### config.mk
export PLATFORM = sky130hd
export DESIGN_NAME = infix_to_postfix_converter_top
export DESIGN_NICKNAME = d
export VERILOG_FILES = /design/src/rtl/core/i2p_pkg.sv /design/src/rtl/core/infix_to_postfix_converter_top.sv /design/src/rtl/core/i2p_ctrl.sv /design/src/rtl/core/i2p_datapath.sv
export SDC_FILE = /design/constraint.sdc
export NUM_CORES = 1
export LEC_CHECK = 0
export BUFFER_PORTS_ARGS = -buffer_cell sky130_fd_sc_hd__buf_2
export CAP_MARGIN = 20
export CORE_MARGIN = 5
export CORE_UTILIZATION = 45
export DETAILED_ROUTE_END_ITERATION = 12
export GPL_ROUTABILITY_DRIVEN = 0
export PLACE_DENSITY_LB_ADDON = 0.3
export SETUP_SLACK_MARGIN = 0.05
export SKIP_CTS_REPAIR_TIMING = 1
export SYNTH_ARGS = -nofsm -noshare
export SYNTH_HDL_FRONTEND = slang
export SYNTH_SLANG_ARGS = --single-unit
### constraint.sdc
create_clock -name clk -period 5.2 [get_ports clk]
set_input_delay 0.78 -clock clk [delete_from_list [all_inputs] [get_ports clk]]
set_output_delay 0.78 -clock clk [all_outputs]
set_load 0.05 [all_outputs]
### src/rtl/core/i2p_pkg.sv
// Shared types, constants and character helpers for the infix to postfix converter.
package i2p_pkg;

    // Default operator stack depth.
    localparam int DEFAULT_STACK_DEPTH = 16;

    // Characters with a special meaning.
    localparam logic [7:0] CH_PLUS   = 8'h2B;
    localparam logic [7:0] CH_MINUS  = 8'h2D;
    localparam logic [7:0] CH_STAR   = 8'h2A;
    localparam logic [7:0] CH_SLASH  = 8'h2F;
    localparam logic [7:0] CH_CARET  = 8'h5E;
    localparam logic [7:0] CH_LPAREN = 8'h28;
    localparam logic [7:0] CH_RPAREN = 8'h29;
    localparam logic [7:0] CH_NUL    = 8'h00;

    // Error codes carried on every result of an item.
    localparam logic [1:0] ERR_NONE      = 2'd0;
    localparam logic [1:0] ERR_FULL      = 2'd1;
    localparam logic [1:0] ERR_UNMATCHED = 2'd2;

    // How the converter treats an input character.
    typedef enum logic [1:0] {
        CLS_OPERAND,
        CLS_LPAREN,
        CLS_RPAREN,
        CLS_OPER
    } char_class_t;

    // Commands from the controller to the datapath.
    typedef struct packed {
        logic ready;     // controller can take a new item
        logic load;      // capture the input item
        logic emit_in;   // emit the stored character
        logic pop;       // pop the top of the stack
        logic pop_emit;  // the popped character is emitted
        logic push;      // push the stored character
        logic finish;    // close the item with its final result
    } i2p_cmd_t;

    // Status from the datapath to the controller.
    typedef struct packed {
        char_class_t cls;
        logic        count_zero;
        logic        top_is_lparen;
        logic        top_ge;
        logic        last;
        logic        pend_valid;
        logic        out_free;
    } i2p_stat_t;

    // Operator priority; every other character is priority zero.
    function automatic logic [1:0] char_prio(input logic [7:0] c);
        logic [1:0] p;
        p = 2'd0;
        if (c == CH_PLUS || c == CH_MINUS) p = 2'd1;
        if (c == CH_STAR || c == CH_SLASH) p = 2'd2;
        if (c == CH_CARET) p = 2'd3;
        return p;
    endfunction

    // Letters and digits are operands; parentheses are special; all else is an operator.
    function automatic char_class_t char_class(input logic [7:0] c);
        char_class_t k;
        if ((c >= 8'h41 && c <= 8'h5A) || (c >= 8'h61 && c <= 8'h7A) ||
            (c >= 8'h30 && c <= 8'h39))
            k = CLS_OPERAND;
        else if (c == CH_LPAREN)
            k = CLS_LPAREN;
        else if (c == CH_RPAREN)
            k = CLS_RPAREN;
        else
            k = CLS_OPER;
        return k;
    endfunction

endpackage

### src/rtl/core/infix_to_postfix_converter_top.sv
// Infix to postfix converter: one character per transfer, postfix characters out.
// Each item passes through the controller's work, flush and finish states, popping and emitting stack entries
// as needed; the final result of the item then leaves through the output register.
// One item at a time: the input stays stalled until the final result of the previous item has been issued,
// and an output stall holds it longer.
// Reset (rst_n low, asynchronous) empties the operator stack and drops any result in flight.
module infix_to_postfix_converter_top
    import i2p_pkg::*;
#(
    parameter int STACK_DEPTH = DEFAULT_STACK_DEPTH
)
(
    input  logic       clk,
    input  logic       rst_n,
    input  logic       in_valid,
    output logic       in_stall,
    input  logic [7:0] in_char,
    input  logic       is_last,
    output logic       out_valid,
    input  logic       out_stall,
    output logic [7:0] out_char,
    output logic       has_char,
    output logic       end_of_run,
    output logic       end_of_expression,
    output logic [1:0] error_code
);

    i2p_cmd_t  cmd;
    i2p_stat_t stat;

    assign in_stall = !cmd.ready;

    // Sequencer.
    i2p_ctrl u_ctrl (
        .clk      (clk),
        .rst_n    (rst_n),
        .in_valid (in_valid),
        .stat     (stat),
        .cmd      (cmd)
    );

    // Stack and result path.
    i2p_datapath #(
        .STACK_DEPTH (STACK_DEPTH)
    ) u_datapath (
        .clk               (clk),
        .rst_n             (rst_n),
        .in_char           (in_char),
        .is_last           (is_last),
        .cmd               (cmd),
        .stat              (stat),
        .out_stall         (out_stall),
        .out_valid         (out_valid),
        .out_char          (out_char),
        .has_char          (has_char),
        .end_of_run        (end_of_run),
        .end_of_expression (end_of_expression),
        .error_code        (error_code)
    );

    // An accepted item keeps the input stalled until its results are done.
    a_busy_after_accept: assert property (@(posedge clk) disable iff (!rst_n)
        in_valid && !in_stall |=> in_stall)
        else $error("input not stalled after a transfer");

    // The controller never pops an empty stack.
    a_no_pop_empty: assert property (@(posedge clk) disable iff (!rst_n)
        cmd.pop |-> !stat.count_zero)
        else $error("pop from an empty stack");

    // The end of an expression always closes a run.
    a_eoe_closes_run: assert property (@(posedge clk) disable iff (!rst_n)
        out_valid && end_of_expression |-> end_of_run)
        else $error("end of expression without end of run");

    // A result without a character carries a zero character and ends its run.
    a_empty_result: assert property (@(posedge clk) disable iff (!rst_n)
        out_valid && !has_char |-> (out_char == CH_NUL) && end_of_run)
        else $error("malformed empty result");

endmodule

### src/rtl/core/i2p_ctrl.sv
// Controller state machine that sequences pops, pushes and results for one item.
module i2p_ctrl
    import i2p_pkg::*;
(
    input  logic      clk,
    input  logic      rst_n,
    input  logic      in_valid,
    input  i2p_stat_t stat,
    output i2p_cmd_t  cmd
);

    typedef enum logic [1:0] {
        S_IDLE,
        S_WORK,
        S_FLUSH,
        S_FINISH
    } state_t;

    state_t state_reg;
    state_t state_next;
    logic   can_emit;

    // A new character may go to the pending slot once the slot can drain.
    assign can_emit = !stat.pend_valid || stat.out_free;

    // Command decode and next state.
    always_comb
    begin
        cmd        = '0;
        state_next = state_reg;
        unique case (state_reg)
            S_IDLE:
            begin
                cmd.ready = 1'b1;
                cmd.load  = in_valid;
                if (in_valid) state_next = S_WORK;
            end
            S_WORK:
            begin
                unique case (stat.cls)
                    CLS_OPERAND:
                    begin
                        if (can_emit)
                        begin
                            cmd.emit_in = 1'b1;
                            state_next  = S_FLUSH;
                        end
                    end
                    CLS_LPAREN:
                    begin
                        cmd.push   = 1'b1;
                        state_next = S_FLUSH;
                    end
                    CLS_RPAREN:
                    begin
                        if (!stat.count_zero && !stat.top_is_lparen)
                        begin
                            if (can_emit)
                            begin
                                cmd.pop      = 1'b1;
                                cmd.pop_emit = 1'b1;
                            end
                        end
                        else
                        begin
                            // Discard the matching opening parenthesis, if any.
                            cmd.pop    = !stat.count_zero;
                            state_next = S_FLUSH;
                        end
                    end
                    CLS_OPER:
                    begin
                        if (!stat.count_zero && stat.top_ge)
                        begin
                            if (can_emit)
                            begin
                                cmd.pop      = 1'b1;
                                cmd.pop_emit = 1'b1;
                            end
                        end
                        else
                        begin
                            cmd.push   = 1'b1;
                            state_next = S_FLUSH;
                        end
                    end
                    default: state_next = S_FLUSH;
                endcase
            end
            S_FLUSH:
            begin
                if (stat.last && !stat.count_zero)
                begin
                    if (can_emit)
                    begin
                        cmd.pop      = 1'b1;
                        cmd.pop_emit = 1'b1;
                    end
                end
                else
                begin
                    state_next = S_FINISH;
                end
            end
            S_FINISH:
            begin
                if (stat.out_free)
                begin
                    cmd.finish = 1'b1;
                    state_next = S_IDLE;
                end
            end
            default: state_next = S_IDLE;
        endcase
    end

    // State register.
    always_ff @(posedge clk or negedge rst_n)
    begin
        if (!rst_n)
            state_reg <= S_IDLE;
        else
            state_reg <= state_next;
    end

endmodule

### src/rtl/core/i2p_datapath.sv
// Datapath: operator stack memory, top cache, pending result and output register.
module i2p_datapath
    import i2p_pkg::*;
#(
    parameter int STACK_DEPTH = DEFAULT_STACK_DEPTH
)
(
    input  logic       clk,
    input  logic       rst_n,
    input  logic [7:0] in_char,
    input  logic       is_last,
    input  i2p_cmd_t   cmd,
    output i2p_stat_t  stat,
    input  logic       out_stall,
    output logic       out_valid,
    output logic [7:0] out_char,
    output logic       has_char,
    output logic       end_of_run,
    output logic       end_of_expression,
    output logic [1:0] error_code
);

    localparam int AW = (STACK_DEPTH > 1) ? $clog2(STACK_DEPTH) : 1;
    localparam int CW = $clog2(STACK_DEPTH + 1);
    localparam logic [CW-1:0] FULL_COUNT = CW'(STACK_DEPTH);

    logic [7:0]    mem [STACK_DEPTH];
    logic [7:0]    char_reg;
    logic          last_reg;
    logic [1:0]    err_reg;
    logic [1:0]    err_next;
    logic [CW-1:0] count_reg;
    logic [CW-1:0] open_reg;
    logic [7:0]    top_reg;
    logic [7:0]    below_reg;
    logic          pend_valid_reg;
    logic [7:0]    pend_char_reg;
    logic          out_valid_reg;
    logic          full;
    logic          push_ok;
    logic          emit;
    logic [7:0]    emit_char;
    logic          move_out;
    logic [AW-1:0] wr_addr;
    logic [AW-1:0] rd_addr;
    logic [CW-1:0] rd_count;

    assign full      = (count_reg == FULL_COUNT);
    assign push_ok   = cmd.push && !full;
    assign wr_addr   = count_reg[AW-1:0];
    assign rd_count  = count_reg - CW'(3);
    assign rd_addr   = rd_count[AW-1:0];
    assign emit      = cmd.emit_in || (cmd.pop && cmd.pop_emit);
    assign emit_char = cmd.emit_in ? char_reg : top_reg;
    assign move_out  = (emit && pend_valid_reg) || cmd.finish;

    // Error of an item is known when it is taken: the stack and the open count decide it.
    always_comb
    begin
        err_next = ERR_NONE;
        unique case (char_class(in_char))
            CLS_LPAREN:
                if (full) err_next = ERR_FULL;
            CLS_RPAREN:
                if (open_reg == '0) err_next = ERR_UNMATCHED;
            CLS_OPER:
                if (full && (char_prio(top_reg) < char_prio(in_char))) err_next = ERR_FULL;
            default:
                err_next = ERR_NONE;
        endcase
    end

    // Item capture.
    always_ff @(posedge clk)
    begin
        if (cmd.load)
        begin
            char_reg <= in_char;
            last_reg <= is_last;
            err_reg  <= err_next;
        end
    end

    // Stack memory write and next-below read; the top two entries are cached.
    always_ff @(posedge clk)
    begin
        if (push_ok)
        begin
            mem[wr_addr] <= char_reg;
            top_reg      <= char_reg;
            below_reg    <= top_reg;
        end
        else if (cmd.pop)
        begin
            top_reg   <= below_reg;
            below_reg <= mem[rd_addr];
        end
    end

    // Stack depth and count of stacked opening parentheses.
    always_ff @(posedge clk or negedge rst_n)
    begin
        if (!rst_n)
        begin
            count_reg <= '0;
            open_reg  <= '0;
        end
        else if (push_ok)
        begin
            count_reg <= count_reg + CW'(1);
            if (char_reg == CH_LPAREN) open_reg <= open_reg + CW'(1);
        end
        else if (cmd.pop)
        begin
            count_reg <= count_reg - CW'(1);
            if (top_reg == CH_LPAREN) open_reg <= open_reg - CW'(1);
        end
    end

    // Pending slot holds the newest character until it is known whether it is the last one.
    always_ff @(posedge clk or negedge rst_n)
    begin
        if (!rst_n)
            pend_valid_reg <= 1'b0;
        else if (emit)
            pend_valid_reg <= 1'b1;
        else if (cmd.finish)
            pend_valid_reg <= 1'b0;
    end

    always_ff @(posedge clk)
    begin
        if (emit) pend_char_reg <= emit_char;
    end

    // Output register valid.
    always_ff @(posedge clk or negedge rst_n)
    begin
        if (!rst_n)
            out_valid_reg <= 1'b0;
        else if (move_out)
            out_valid_reg <= 1'b1;
        else if (!out_stall)
            out_valid_reg <= 1'b0;
    end

    // Output register payload.
    always_ff @(posedge clk)
    begin
        if (move_out)
        begin
            out_char          <= pend_valid_reg ? pend_char_reg : CH_NUL;
            has_char          <= pend_valid_reg;
            end_of_run        <= cmd.finish;
            end_of_expression <= cmd.finish && last_reg;
            error_code        <= err_reg;
        end
    end

    assign out_valid = out_valid_reg;

    // Status toward the controller.
    always_comb
    begin
        stat.cls           = char_class(char_reg);
        stat.count_zero    = (count_reg == '0);
        stat.top_is_lparen = (top_reg == CH_LPAREN);
        stat.top_ge        = (char_prio(top_reg) >= char_prio(char_reg));
        stat.last          = last_reg;
        stat.pend_valid    = pend_valid_reg;
        stat.out_free      = !out_valid_reg || !out_stall;
    end

endmodule
[Word level (Yosys, flattened, before mapping)]
Memories as Yosys holds them, arrays and structs flattened.
Index checks and enable logic that the tools add are counted.
Storage, ports and cells
  word-level logic and storage cells: 180
  register bits: 62
  RAM bits: 128
  memories: 1
  output and inout bits: 15
  bits of input ports: 13
Cells by class
  equal/unequal tests: 38
  multiplexer cells: 62
  order comparisons: 14
  add/subtract/negate cells: 5
  reduce and logical (&&, ||, !) cells: 44
Memories
  u_datapath.mem: depth 16, bits a word 8, read ports 1, clocked after memory_dff 0, wr ports 1, line i2p_datapath.sv:27  | logic [7:0] mem [STACK_DEPTH];
Operators by type and width (count)
  $eq 8x6->1 const B: 17
  $mux 2: 23
  $mux 8: 5
  $ge 8x7->1 const B: 4
  $le 8x7->1 const B: 4
  $mux 5: 6
  $eq 8x7->1 const B: 3
  $mux 1: 22
  $ge 8x6->1 const B: 2
  $le 8x6->1 const B: 2
  $pmux 2 s4: 2
  $logic_and 1x1->1: 14
  $logic_or 1x1->1: 14
  $eq 2x2->1 const B: 6
  $add 5x1->5 const B: 2
  $logic_not 5->1: 2
  $sub 5x1->5 const B: 2
  $pmux 2 s2: 2
  $logic_not 1->1: 7
  $eq 2x1->1 const B: 3
  $ne 2x2->1 const B: 3
  $ne 3x3->1 const B: 2
  $pmux 2 s3: 1
  $reduce_and 6->1: 1
  other kinds (10): 14

[Logic depth before layout (Yosys ltp)]
Gate-level depths: netlist (run 1).
  depth after elaboration: 15
  gate-level depth with buffers: 18
  mapped depth without buffers: 18

[Modules after synthesis]
From an unflattened synthesis (run 1), not the netlist that was laid out.
Unflattened totals
  cell total of the unflattened synthesis: 508
  area total of the unflattened synthesis: 8356.8 um^2
By module, submodules not included
  i2p_datapath: cells an instance 473, instances 1, seq. area each 5585.4 um^2, area each 8075.2 um^2
  i2p_ctrl: cells an instance 34, instances 1, seq. area each 50.0 um^2, area each 277.8 um^2
  infix_to_postfix_converter_top: cells an instance 1, instances 1, seq. area each 0.0 um^2, area each 3.8 um^2

[Least setup slack after synthesis (run 1)]
OpenSTA, ideal clock, no wires.
  kind: reg2reg
  start: register u_datapath.char_reg[4]
  end: register u_datapath.open_reg[4]
  cell stages (with the launch flop): 17
  data arrival time: 4020 ps
  path slack: 1100 ps
  period minus slack after synthesis: 4100 ps
  path buffers: 1
  cell sequence: edfxtp_1 > nand2_1 > or4b_2 > o22ai_1 > mux2i_1 > nor2_1 > ha_1 > nand2b_1 > a21oi_1 > o31ai_2 > or2_4 > buf_4 > fa_1 > a21o_1 > a21o_1 > o41ai_1 > xor2_1
Between the ends
  longest elaborated chain between the ends: 13
  elaborated cells between the ends (all ways): 43
  classes of those cells: order compare: 7; eq/ne: 11; mux: 13; reduce/logical: 12
Ends and longest elaborated chain
  start: declaration: line i2p_datapath.sv:28  | logic [7:0] char_reg;
  start signal: assignment: line i2p_datapath.sv:78  | char_reg <= in_char;
  $eq 8x6->1: line i2p_pkg.sv:56  | if (c == CH_PLUS || c == CH_MINUS) p = 2'd1;
  $logic_or 1x1->1: line i2p_pkg.sv:56
  $mux 1: line i2p_pkg.sv:56
  $mux 2: line i2p_pkg.sv:57  | if (c == CH_STAR || c == CH_SLASH) p = 2'd2;
  $mux 2: line i2p_pkg.sv:58  | if (c == CH_CARET) p = 2'd3;
  $ge 2x2->1: line i2p_datapath.sv:168  | stat.top_ge = (char_prio(top_reg) >= char_prio(char_reg));
  $logic_and 1x1->1: line i2p_ctrl.sv:73  | if (!stat.count_zero && stat.top_ge)
  $mux 1: line i2p_ctrl.sv:73
  $pmux 1 s2: line i2p_ctrl.sv:40  | unique case (stat.cls)
  $mux 1: line i2p_ctrl.sv:31  | unique case (state_reg)
  $logic_and 1x1->1: line i2p_datapath.sv:49  | assign push_ok = cmd.push && !full;
  $ne 2x2->1 (no source line) / $reduce_bool 2->1 (equally long branches)
  $reduce_and 3->1 (no source line)
  end signal: assignment: line i2p_datapath.sv:111  | if (char_reg == CH_LPAREN) open_reg <= open_reg + CW'(1);
  end signal: assignment: line i2p_datapath.sv:116  | if (top_reg == CH_LPAREN) open_reg <= open_reg - CW'(1);
  end: declaration: line i2p_datapath.sv:33  | logic [CW-1:0] open_reg;
Several ways; a longest one is shown, not always the timed one.
A chain may end at the register's enable or synchronous reset.

[Worst setup path in the final report (run 1)]
  start: register u_datapath.char_reg[7]
  end: register u_datapath.open_reg[4]
The elaborated chain is that of the path after synthesis.

==> results.md, run 1 <==
- Dividing the synthesized area by the synthesized cell count gives 17.8 sq um.
- The aggregate negative setup slack is 0 ps.
- The synthesized area is around 8400 sq um.
- The ratio of cells with drive above 1 in the final layout is 30.0%.
- At the later pin of the worst-skew pair, clock insertion delay measures 430 ps.
- Measured along the x axis, the die boundary spans 146 um.
- The number of standard cells in the final layout excluding fillers is 766.
- The worst-case IR drop observed on VDD is ~0.32 mV.
- Synthesis handed over a netlist of between 400 and 500 instances.
- The area taken by flip-flops and latches is 5640 sq um.
- The library cell used most frequently in the layout, excluding fill and tap cells, is edfxtp_1.
- The clock root buffer is clkbuf_16.
- The ratio of final minimum period to clock period is about 85%.
- The leakage dissipation is 3.25 nW.
- The share of cell area taken by muxes after synthesis is between 10% and 20%.
- The ratio of total power to cell area is 587 nW/um^2.
- The total congestion overflow after global routing is 0.
- In this run the vertical extent of the chip is 146 um.
- The number of DRC markers after the initial detailed-route iteration is 411.
- The number of different library cells used by synthesis comes to 66.
- The worst path needs 4430 ps of the cycle, external delays included.
- Max-cap violations in this run came to 0.
- The synthesized netlist devotes 3.17% of its cell area to adder and majority cells.
- The register with the most flip-flops in the layout has 128 of them.
- Leaving out fill and tap cells, the most frequent cells in the layout are 176 x edfxtp_1, 39 x mux4_2, 27 x buf_2.
- The peak fanout along the critical path is 27.
- For this run, the leading register cell type out of synthesis is edfxtp_1.
- STA classifies the critical path endpoint as a flop.
- After synthesis the netlist holds a flip-flop and latch count of 190.
- The final route contains 4430 vias.
- Clock-pin slew was measured on the worst setup and hold paths at 70 ps.
- The H-tree was split into 4 levels.
- For flop-to-flop paths, the worst setup slack is 770 ps.
- The routed wire length is 16700 um.
- The count of warnings emitted by yosys is 0.
- At the worst endpoint, the required time is 5550 ps.
- The flow ran to the end, and the final reports show no timing, DRC or antenna violations.
- The placement-stage cell area is roughly 8900 sq um.
- Based on the critical path, the design can be clocked at up to ~0.23 GHz.
- In the synthesized netlist the async set-or-reset flop fraction comes to 7.37%.
- For this run, the total global-route usage over all layers was measured as between 15 and 20%.
- The die outline area is 21400 sq um.
- Entering global routing, the biggest net connects 37 pins.
- The largest family of logic cells by synthesized area is multiplexers.
- The net count of the finished layout is 558.
- The data arrival time of the worst path is 4780 ps.
- The number of CTS-inserted buffers is 17.
- The class of the tightest hold or removal check is in -> async.
- The longest clock path from root to sink contains 2 buffers.
- The worst setup path is launched from a flop.
- The post-detailed-route count of antenna-violating nets is 0.
- In this run the count of I/O pins placed on the die edge is 28.
- The layout filler cell count is 1466.
- The via count of the first global-routing pass is 4629.
- The sum of net half-perimeters after detailed placement is 11000 um.
- In the routed design, unresolved DRC markers number 0.
- The average routed wire per standard cell is roughly 22 um.
- Summing the areas of all and, or, nand and nor instances in the mapped netlist gives 7.18% of the synthesized area.
- The count of final setup violators is 0.
- The clock arrives with ~7.6 ps of skew.
- After detailed routing, the number of vias per cell comes to 5.78.
- The first global-routing pass estimated about 26000 um of wire.
- The number of synthesized flops with an enable pin is 176.
- The portion of the post-synthesis area used by sequential elements is roughly two thirds.
- The relative slew slack is 33.2%.
- The core region is approximately 18000 sq um.
- The measured slew at the worst slew-check pin is 1000 ps.
- Synthesis produced a netlist with a net count of around 500.
- The detailed-router iteration count before antenna repair is 4.
- More flip-flops sit in one register than any other, and that register is u_datapath.mem.
- The critical path in this run is classified as reg -> reg.
- TritonCTS built the clock tree.
- Summing all multi-input logic gate instances after layout gives 2590 sq um.
- The total chip power is 0.00555 W.
- The number of max-slew violations in the final report is 0.
- The number of antenna violations at the first check in global routing was 0.
- The post-layout instance area is 9460 sq um.
- Including well taps, the total number of placed cells is 734.
- The initial utilization of the core area, before any placement, comes to between 40% and 50%.
- Summing the areas of all compound-gate instances in the mapped netlist gives 4.46% of the synthesized area.
- Hold is met by 247 ps.
- CTS saw 190 sinks.
- The final antenna diode count is 0.
- During placement, the flow inserted port buffers numbering 27.
- The synthesized netlist devotes 1.26% of its cell area to XOR and XNOR gates.
- From synthesis to final layout, the design area changed by 13.1%.
- Setup repair after global routing left no endpoint under its margin.
- The final hold violation count came to 0.
- The floorplan has 49 rows.
[final cells by class]
type	instances	share of cell area [%]
Inverter	13	0.568
Clock buffer	17	4.49
Clock inverter	14	1.51
Sequential cell	190	59.6
Tap cell	229	3.03
Timing Repair Buffer	52	3.45
Multi-Input combinational cell	251	27.4
[metrics by stage]
stage	util, %	worst slack [ps]
3_5_place_dp	49.0	796
3_3_place_gp	48.9	926
5_1_grt	52.2	450
2_1_floorplan	-	1100
6_report	52.2	774
4_1_cts	52.1	759
[kinds of logic after synthesis]
kind of cell | after synthesis
buffers and inverters | 29
flip-flops | 190
AO/OA/AOI/OAI | 47
adder cells (fa/ha/maj) | 20
AND/OR/NAND/NOR | 103
multiplexers | 69
XOR/XNOR | 12
[worst paths after layout]
| path | startpoint | to | depth (start not counted) |
|---|---|---|---|
| min in group clk | u_datapath.err_reg[1] | u_datapath.error_code[1] | 0 |
| setup / recovery | u_datapath.char_reg[7] | u_datapath.open_reg[4] | 14 |
| hold reg to reg | u_datapath.err_reg[1] | u_datapath.error_code[1] | 0 |
| max in group asynchronous | rst_n | u_datapath.count_reg[0] | 1 |
| hold / removal | rst_n | u_datapath.pend_valid_reg | 1 |
| setup reg to reg | u_datapath.char_reg[7] | u_datapath.open_reg[4] | 14 |
[Yosys cell counts, types with 3 or more instances]
| master | instances | area (sq um) |
|---|---|---|
| mux2i_1 | 3 | 30.0 |
| mux2_2 | 20 | 225 |
| buf_2 | 7 | 35.0 |
| nand2_1 | 19 | 71.3 |
| nand4_1 | 4 | 25.0 |
| dfrtp_1 | 14 | 350 |
| a21o_1 | 7 | 52.6 |
| a21oi_1 | 11 | 55.1 |
| nand3_1 | 9 | 45.0 |
| a31oi_1 | 3 | 18.8 |
| mux4_2 | 39 | 878 |
| and2_1 | 11 | 68.8 |
| xor2_1 | 4 | 35.0 |
| and3_1 | 6 | 37.5 |
| mux2_1 | 3 | 33.8 |
| nor2_1 | 20 | 75.1 |
| clkbuf_1 | 5 | 18.8 |
| edfxtp_1 | 176 | 5290 |
| xnor2_1 | 8 | 70.1 |
| nor3_1 | 6 | 30.0 |
| mux2_4 | 3 | 45.0 |
| nor3b_1 | 3 | 22.5 |
| o21ai_0 | 5 | 25.0 |
| nor4bb_1 | 3 | 30.0 |
| nand2b_1 | 5 | 31.3 |
| ha_1 | 18 | 225 |
| buf_6 | 3 | 33.8 |
| inv_1 | 12 | 45.0 |
[power breakdown]
| part | switching [W] | leakage [nW] | internal (W) | total (W) |
|---|---|---|---|---|
| combinational | 0.00115 | 1.21 | 0.000935 | 0.00208 |
| sequential | 0.000178 | 1.76 | 0.00204 | 0.00222 |
| clock | 0.000548 | 0.277 | 0.000704 | 0.00125 |
[routing by layer]
metal	vias up	share of wire (%)	GRT usage (%)
li1	2005	-	-
met4	0	1.6	6.02
met5	-	0	0
met3	27	6.3	3.78
met1	2261	43	22.2
met2	137	50	26.0
[critical path, stage by stage, from the launching register on]
cell and delay [ps]:
edfxtp_1 660, or4b_2 770, o22ai_1 180, mux2i_1 100, nor2_1 140, ha_1 230, nand2b_1 140, a21oi_1 240
o31ai_2 110, or2_4 400, fa_1 450, a21o_1 170, a21o_1 180, o41ai_1 400, xor2_1 180
(Power assumes the default switching activity.)
==> run 2: changes to the inputs <==
==> constraint.sdc (replaced) <==
create_clock -name clk -period 5.2 [get_ports clk]
set_input_delay 0.26 -clock clk [delete_from_list [all_inputs] [get_ports clk]]
set_output_delay 0.26 -clock clk [all_outputs]
set_load 0.05 [all_outputs]
==> results.md, run 2 (synthesis results as in run 1) <==
- The run finished with clean final reports.
- The routed wire length is 16700 um (+0.27%).
- The number of standard cells in the final layout excluding fillers was 768 (+0.26%).
- The via count of the first global-routing pass is 4629 (unchanged).
- The endpoint of the lowest-slack register-to-register path is u_datapath.open_reg[4].
- The ratio of cells with drive above 1 in the final layout came to 29.9% (-0.11 points).
- The leakage dissipation was 3.26 nW (+0.26%).
- The layout overhead on the synthesized area is 13.4%.
- The switching portion of total power came to 33.9% (+0.16 points).
- The worst voltage drop across the vdd grid is 0.318 mV (+0.34%).
- The standard-cell row count is 49 (unchanged).
- The ratio of final minimum period to clock period is 85.2% (+0.11 points).
- The maximum number of pins on one net before global-route repair is 37 (unchanged).
- The ratio of total power to cell area is 587 nW/um^2 (about the same).
- The logic depth of the worst register-to-register path came to 14 (unchanged).
- The number of max-capacitance violations reported is 0 (unchanged).
- The number of vias per cell is 5.73 (-0.87%).
- The maximum clock path buffer count was 2 (unchanged).
- The worst clock skew came to 6.95 ps (-0.654 ps).
- The die outline area was 21400 sq um (unchanged).
- The sequential group share of total power is 39.8% (about the same).
- The relative slew slack is 34.7% (+1.5 points).
- Along the worst hold path, the cell count comes to 1.
- The chip height is 146 um (unchanged).
- The peak fanout along the critical path is 27 (unchanged).
- The most frequent standard cell in the layout excluding fill and tap cells is edfxtp_1.
- The number of cells after detailed placement was 734 (unchanged).
- TritonCTS built the clock tree.
- The startpoint identified for the worst hold timing path is in_char[3].
- In the layout the commonest cells are 176 x edfxtp_1, 39 x mux4_2, 27 x buf_2.
- The type of the setup path with the least slack is reg -> reg.
- The number of nets in the layout is 560 (+0.36%).
- The fmax is 0.226 GHz (-0.13%).
- The initial core utilization was 46.1% (unchanged).
- The number of max-slew violations in the final report is 0 (unchanged).
- The die span in x is 146 um (unchanged).
- The register-to-register path setup slack is 770 ps (about the same).
- The portion of total power attributed to the clock network is 22.6% (about the same).
- The detailed-router iteration count before antenna repair is 4 (unchanged).
- The post-layout instance area is 9480 sq um (+0.21%).
- The number of flip-flops under the largest register name is 128 (unchanged).
- In this run the clock root is driven by a clkbuf_16.
- The average routed wire per standard cell is 21.8 um (about the same).
- The worst-case setup slack after placement was 796 ps (unchanged).
- The power dissipated by switching net loads is 0.00189 W (+0.75%).
- The number of DRC markers after the initial detailed-route iteration came to 388 (-5.6%).
- The post-detailed-route count of antenna-violating nets is 0 (unchanged).
- The count of buffers inserted at the top-level ports came to 27 (unchanged).
- The data required time of the worst path came to 5560 ps (about the same).
- The measured slew at the worst slew-check pin was 980 ps (-22.5 ps).
- The internal power contribution was 0.00368 W (about the same).
- The final hold violation count was 0 (unchanged).
- The routed via count is 4403 (-0.61%).
- Setup repair after global routing left no endpoint under its margin.
- The number of antenna violations at the first check in global routing is 0 (unchanged).
- The worst-skew pair later-pin latency is 430 ps (about the same).
- The part of the total power dissipated in combinational logic is 37.6% (about the same).
- The sum of net half-perimeters after detailed placement was 11000 um (unchanged).
- The number of CTS-inserted buffers is 17 (unchanged).
- The class of the tightest hold or removal check is in -> reg.
- In this run the critical register-to-register path is launched from u_datapath.char_reg[7].
- The layout filler cell count came to 1464 (-0.14%).
- The minimum clock period is 4430 ps (+5.75 ps).
- The critical path launch point type is a flop.
- The aggregate negative setup slack is 0 ps (unchanged).
- The kind of capture point of the worst setup path is a flop.
- The data arrival time of the worst path is 4790 ps (about the same).
- The area occupied by multi-input gates is 2590 sq um (unchanged).
- The placeable core region is 18100 sq um (unchanged).
- The count of final setup violators is 0 (unchanged).
- The number of design rule violations left after detail routing came to 0 (unchanged).
- The placement-stage cell area is 8880 sq um (unchanged).
- The register clock-pin slew on the reported worst setup and hold paths came to 70 ps (about the same).
- The worst hold path endpoint is u_datapath.char_reg[3].
- The H-tree depth is 4 (unchanged).
- The final antenna diode count is 0 (unchanged).
- The top-level port count came to 28 (unchanged).
- Ranked by flip-flop count, first place goes to u_datapath.mem.
- The area taken by flip-flops and latches is 5640 sq um (unchanged).
- The first-pass GRT wire length is 26200 um (unchanged).
- The setup slack of the critical path after layout is 768 ps (-5.75 ps).
- The count of clock tree sinks was 190 (unchanged).
- The total congestion overflow after global routing is 0 (unchanged).
- The total global routing track utilization was 16.4% (unchanged).
==> run 2: cell types whose count changed in the layout (fill, tap and decap cells not counted), sizes merged <==
cell,delta
dlygate4sd3,+2
==> run 2: per-layer routing <==
layer	vias up	global-route usage (%)	wire length (um)
li1	2007	-	-
met1	2254	22.2	7100
met2	117	26.0	8340
met3	25	3.78	996
met4	0	6.02	280
met5	-	0	0
==> run 2: final cells by class <==
type	instances	share of cell area, %
Sequential cell	190	59.4
Multi-Input combinational cell	251	27.3
Inverter	13	0.567
Timing Repair Buffer	54	3.65
Tap cell	229	3.02
Clock inverter	14	1.50
Clock buffer	17	4.49
==> run 2: through the flow <==
stage | hold slack, ps | util, % | power [W]
floorplan | -35.6 | - | 0.00380
global placement | 184 | 48.9 | 0.00429
detailed placement | 190 | 49.0 | 0.00436
CTS | -288 | 52.1 | 0.00562
global route | 22.3 | 52.3 | 0.00585
finish | 37.1 | 52.3 | 0.00557
==> run 2: how the worst max path moves through the flow <==
stage,cells past startpoint,from,endpoint,slack (ps)
after global routing,14,u_datapath.char_reg[6],u_datapath.open_reg[4],450
after detailed placement,14,u_datapath.char_reg[7],u_datapath.open_reg[4],800
final,14,u_datapath.char_reg[7],u_datapath.open_reg[4],770
after floorplan,16,u_datapath.char_reg[4],u_datapath.open_reg[4],1100
after CTS,14,u_datapath.char_reg[7],u_datapath.open_reg[4],760
after global placement,14,u_datapath.char_reg[7],u_datapath.open_reg[4],930
==> run 2: worst max-delay path: stages (launching register included) <==
cell and delay [ps]:
edfxtp_1 650, or4b_2 770, o22ai_1 180, mux2i_1 100, nor2_1 140, ha_1 230
nand2b_1 140, a21oi_1 240, o31ai_2 110, or2_4 410, fa_1 450, a21o_1 170
a21o_1 180, o41ai_1 400, xor2_1 180
==> run 2: power by group through the flow <==
stage	logic [W]	registers [W]	clock network [W]
floorplan	0.00142	0.00238	0
global placement	0.00206	0.00224	0
detailed placement	0.00211	0.00225	0
CTS	0.00212	0.00222	0.00128
global route	0.00226	0.00225	0.00134
finish	0.00209	0.00222	0.00126
==> run 3: changes to the inputs <==
BUFFER_PORTS_ARGS = unset   (was -buffer_cell sky130_fd_sc_hd__buf_2)
CAP_MARGIN = unset   (was 20)
DONT_BUFFER_PORTS = 1   (was unset)
==> results.md, run 3 (synthesis results as in run 1) <==
- The flow ran to the end, and the final reports show no timing, DRC or antenna violations.
- The total congestion overflow after global routing is 0 (unchanged).
- In this run the critical register-to-register path is launched from u_datapath.char_reg[7].
- The power dissipated by switching net loads is 0.00183 W (-3.0%).
- The total global routing track utilization is 15.9% (-0.46 points).
- The logic depth of the worst register-to-register path was 14 (unchanged).
- The ratio of final minimum period to clock period is 85.7% (+0.42 points).
- The number of DRC markers after the initial detailed-route iteration is 327 (-16%).
- The count of buffers inserted at the top-level ports is 0 (-100%).
- The die span in x is 146 um (unchanged).
- The placeable core region is 18100 sq um (unchanged).
- More flip-flops sit in one register than any other, and that register is u_datapath.mem.
- The register-to-register path setup slack was 750 ps (-20 ps).
- The number of antenna violations at the first check in global routing is 0 (unchanged).
- The worst-skew pair later-pin latency came to 430 ps (about the same).
- The relative slew slack came to 23.6% (-11 points).
- The data required time of the worst path is 5550 ps (about the same).
- The top cell types in the final layout, fill and taps aside, are 176 x edfxtp_1, 39 x mux4_2, 23 x buf_4.
- The minimum clock period came to 4450 ps (+21.7 ps).
- The final antenna diode count is 0 (unchanged).
- The number of flip-flops under the largest register name is 128 (unchanged).
- The layout filler cell count came to 1451 (-0.89%).
- The H-tree depth is 4 (unchanged).
- The final hold violation count is 0 (unchanged).
- STA classifies the critical path startpoint as a flop.
- The count of final setup violators is 0 (unchanged).
- The measured slew at the worst slew-check pin is 1140 ps (+158 ps).
- Tracing the worst setup path back leads to its startpoint at u_datapath.char_reg[7].
- The fmax is 0.225 GHz (-0.49%).
- The register clock-pin slew on the reported worst setup and hold paths was 70 ps (about the same).
- The routed wire length is 16600 um (-0.96%).
- The die outline area is 21400 sq um (unchanged).
- The most frequent standard cell in the layout excluding fill and tap cells is edfxtp_1.
- The sum of net half-perimeters after detailed placement is 10700 um (-2.2%).
- The worst hold-check slack came to 20.3 ps (-16.8 ps).
- The sequential group share of total power is 44.0% (+4.2 points).
- The worst clock skew was 11.7 ps (+4.74 ps).
- The number of max-slew violations in the final report is 0 (unchanged).
- The layout overhead on the synthesized area is 12.6%.
- The post-detailed-route count of antenna-violating nets was 0 (unchanged).
- The number of max-capacitance violations reported was 0 (unchanged).
- The via count of the first global-routing pass was 4370 (-5.6%).
- Setup repair after global routing left no endpoint under its margin.
- The ratio of total power to cell area is 585 nW/um^2 (-0.28%).
- The worst voltage drop across the vdd grid is 0.351 mV (+10%).
- The count of clock tree sinks is 190 (unchanged).
- The maximum number of pins on one net before global-route repair was 37 (unchanged).
- The leakage dissipation is 3.17 nW (-2.7%).
- The area taken by flip-flops and latches is 5640 sq um (unchanged).
- The number of design rule violations left after detail routing came to 0 (unchanged).
- The worst register-to-register path ends at u_datapath.open_reg[4].
- The number of CTS-inserted buffers is 17 (unchanged).
- The TritonCTS clock tree is built.
- The part of the total power dissipated in combinational logic is 33.0% (-4.6 points).
- The detailed-router iteration count before antenna repair is 5 (+1).
- The type of the setup path with the least slack is reg -> reg.
- The number of vias per cell is 5.79 (+0.99%).
- The routed via count came to 4325 (-1.8%).
- The first-pass GRT wire length came to 25500 um (-2.8%).
- The end point of the critical path is u_datapath.open_reg[4].
- The initial core utilization came to 46.1% (unchanged).
- The path class of the tightest hold or removal check is in -> reg.
- The chip height is 146 um (unchanged).
- The aggregate negative setup slack is 0 ps (unchanged).
- The switching portion of total power is 33.2% (-0.70 points).
- The internal power contribution is 0.00368 W (about the same).
- The standard-cell row count is 49 (unchanged).
- The area occupied by multi-input gates is 2590 sq um (unchanged).
- Clock tree synthesis selected as its root buffer the cell clkbuf_16.
- The kind of capture point of the worst setup path is a flop.
- The number of nets in the layout is 539 (-3.8%).
- The maximum clock path buffer count is 2 (unchanged).
- The average routed wire per standard cell is 22.2 um (+1.8%).
- The portion of total power attributed to the clock network is 23.0% (+0.4 points).
- The peak fanout along the critical path is 27 (unchanged).
- The data arrival time of the worst path came to 4810 ps (+20 ps).
- The top-level port count is 28 (unchanged).
- The ratio of cells with drive above 1 in the final layout is 24.9% (-5.0 points).
[run 3: cell count changes in the layout (fill, tap and decap cells not counted)]
| cell | before | now |
|---|---|---|
| clkinvlp_4 | 2 | 3 |
| buf_4 | 24 | 23 |
| buf_2 | 27 | 0 |
| clkinv_4 | 3 | 0 |
| bufinv_16 | 2 | 3 |
| clkinv_2 | 4 | 3 |
| buf_6 | 1 | 0 |
| dlygate4sd3_1 | 2 | 10 |
| inv_6 | 3 | 2 |
| clkinv_1 | 1 | 2 |
| clkbuf_1 | 0 | 2 |
[run 3: critical path, cell delays in order, from the launching register on]
cell and delay (ps):
edfxtp_1 670, or4b_2 780, o22ai_1 170, mux2i_1 100
nor2_1 130, ha_1 230, nand2b_1 140, a21oi_1 230
o31ai_2 100, or2_4 410, fa_1 470, a21o_1 180
a21o_1 190, o41ai_1 390, xor2_1 180
[run 3: metrics by stage]
stage                     utilization (%)  total power [W]  area (sq um)  std cells  setup WS [ps]
after floorplan                         -          0.00380          8370        470           1100
after global placement               48.2          0.00423          8740        706            931
after global routing                 51.9          0.00580          9420        747            477
after detailed placement             48.2          0.00429          8740        706            783
final                                51.9          0.00551          9420        747            746
after CTS                            51.4          0.00556          9320        737            742
[run 3: final cells by class]
cell class / count / share of cell area, %
flip-flops and latches: 190 / 59.8
repair buffers: 33 / 2.90
multi-input cells: 251 / 27.5
well taps: 229 / 3.04
clock inverters: 12 / 1.53
inverters: 13 / 0.571
clock buffers: 19 / 4.60
[run 3: per-layer routing]
metal	up-vias	GRT usage [%]	part of all wire [%]
met5	-	0	0
met4	0	5.08	1.4
met3	13	3.66	5.9
met2	139	24.8	48
met1	2211	22.4	44
li1	1962	-	-
[run 3: how the worst min path moves through the flow]
stage,startpoint,end,slack [ps],cells after the start
2_1_floorplan,rst_n,u_ctrl.state_reg[0],-40,0
3_3_place_gp,rst_n,u_datapath.pend_valid_reg,-40,0
3_5_place_dp,rst_n,u_datapath.out_valid,-40,0
4_1_cts,rst_n,u_datapath.open_reg[0],-500,0
5_1_grt,out_stall,u_datapath.out_valid,20,2
6_report,out_stall,u_datapath.out_valid,20,2
[run 3: power by group through the flow]
stage	sequential (W)	combinational, W	clock [W]
floorplan	0.00238	0.00142	0
global placement	0.00245	0.00178	0
detailed placement	0.00246	0.00183	0
CTS	0.00243	0.00184	0.00130
global route	0.00245	0.00198	0.00136
finish	0.00243	0.00182	0.00127
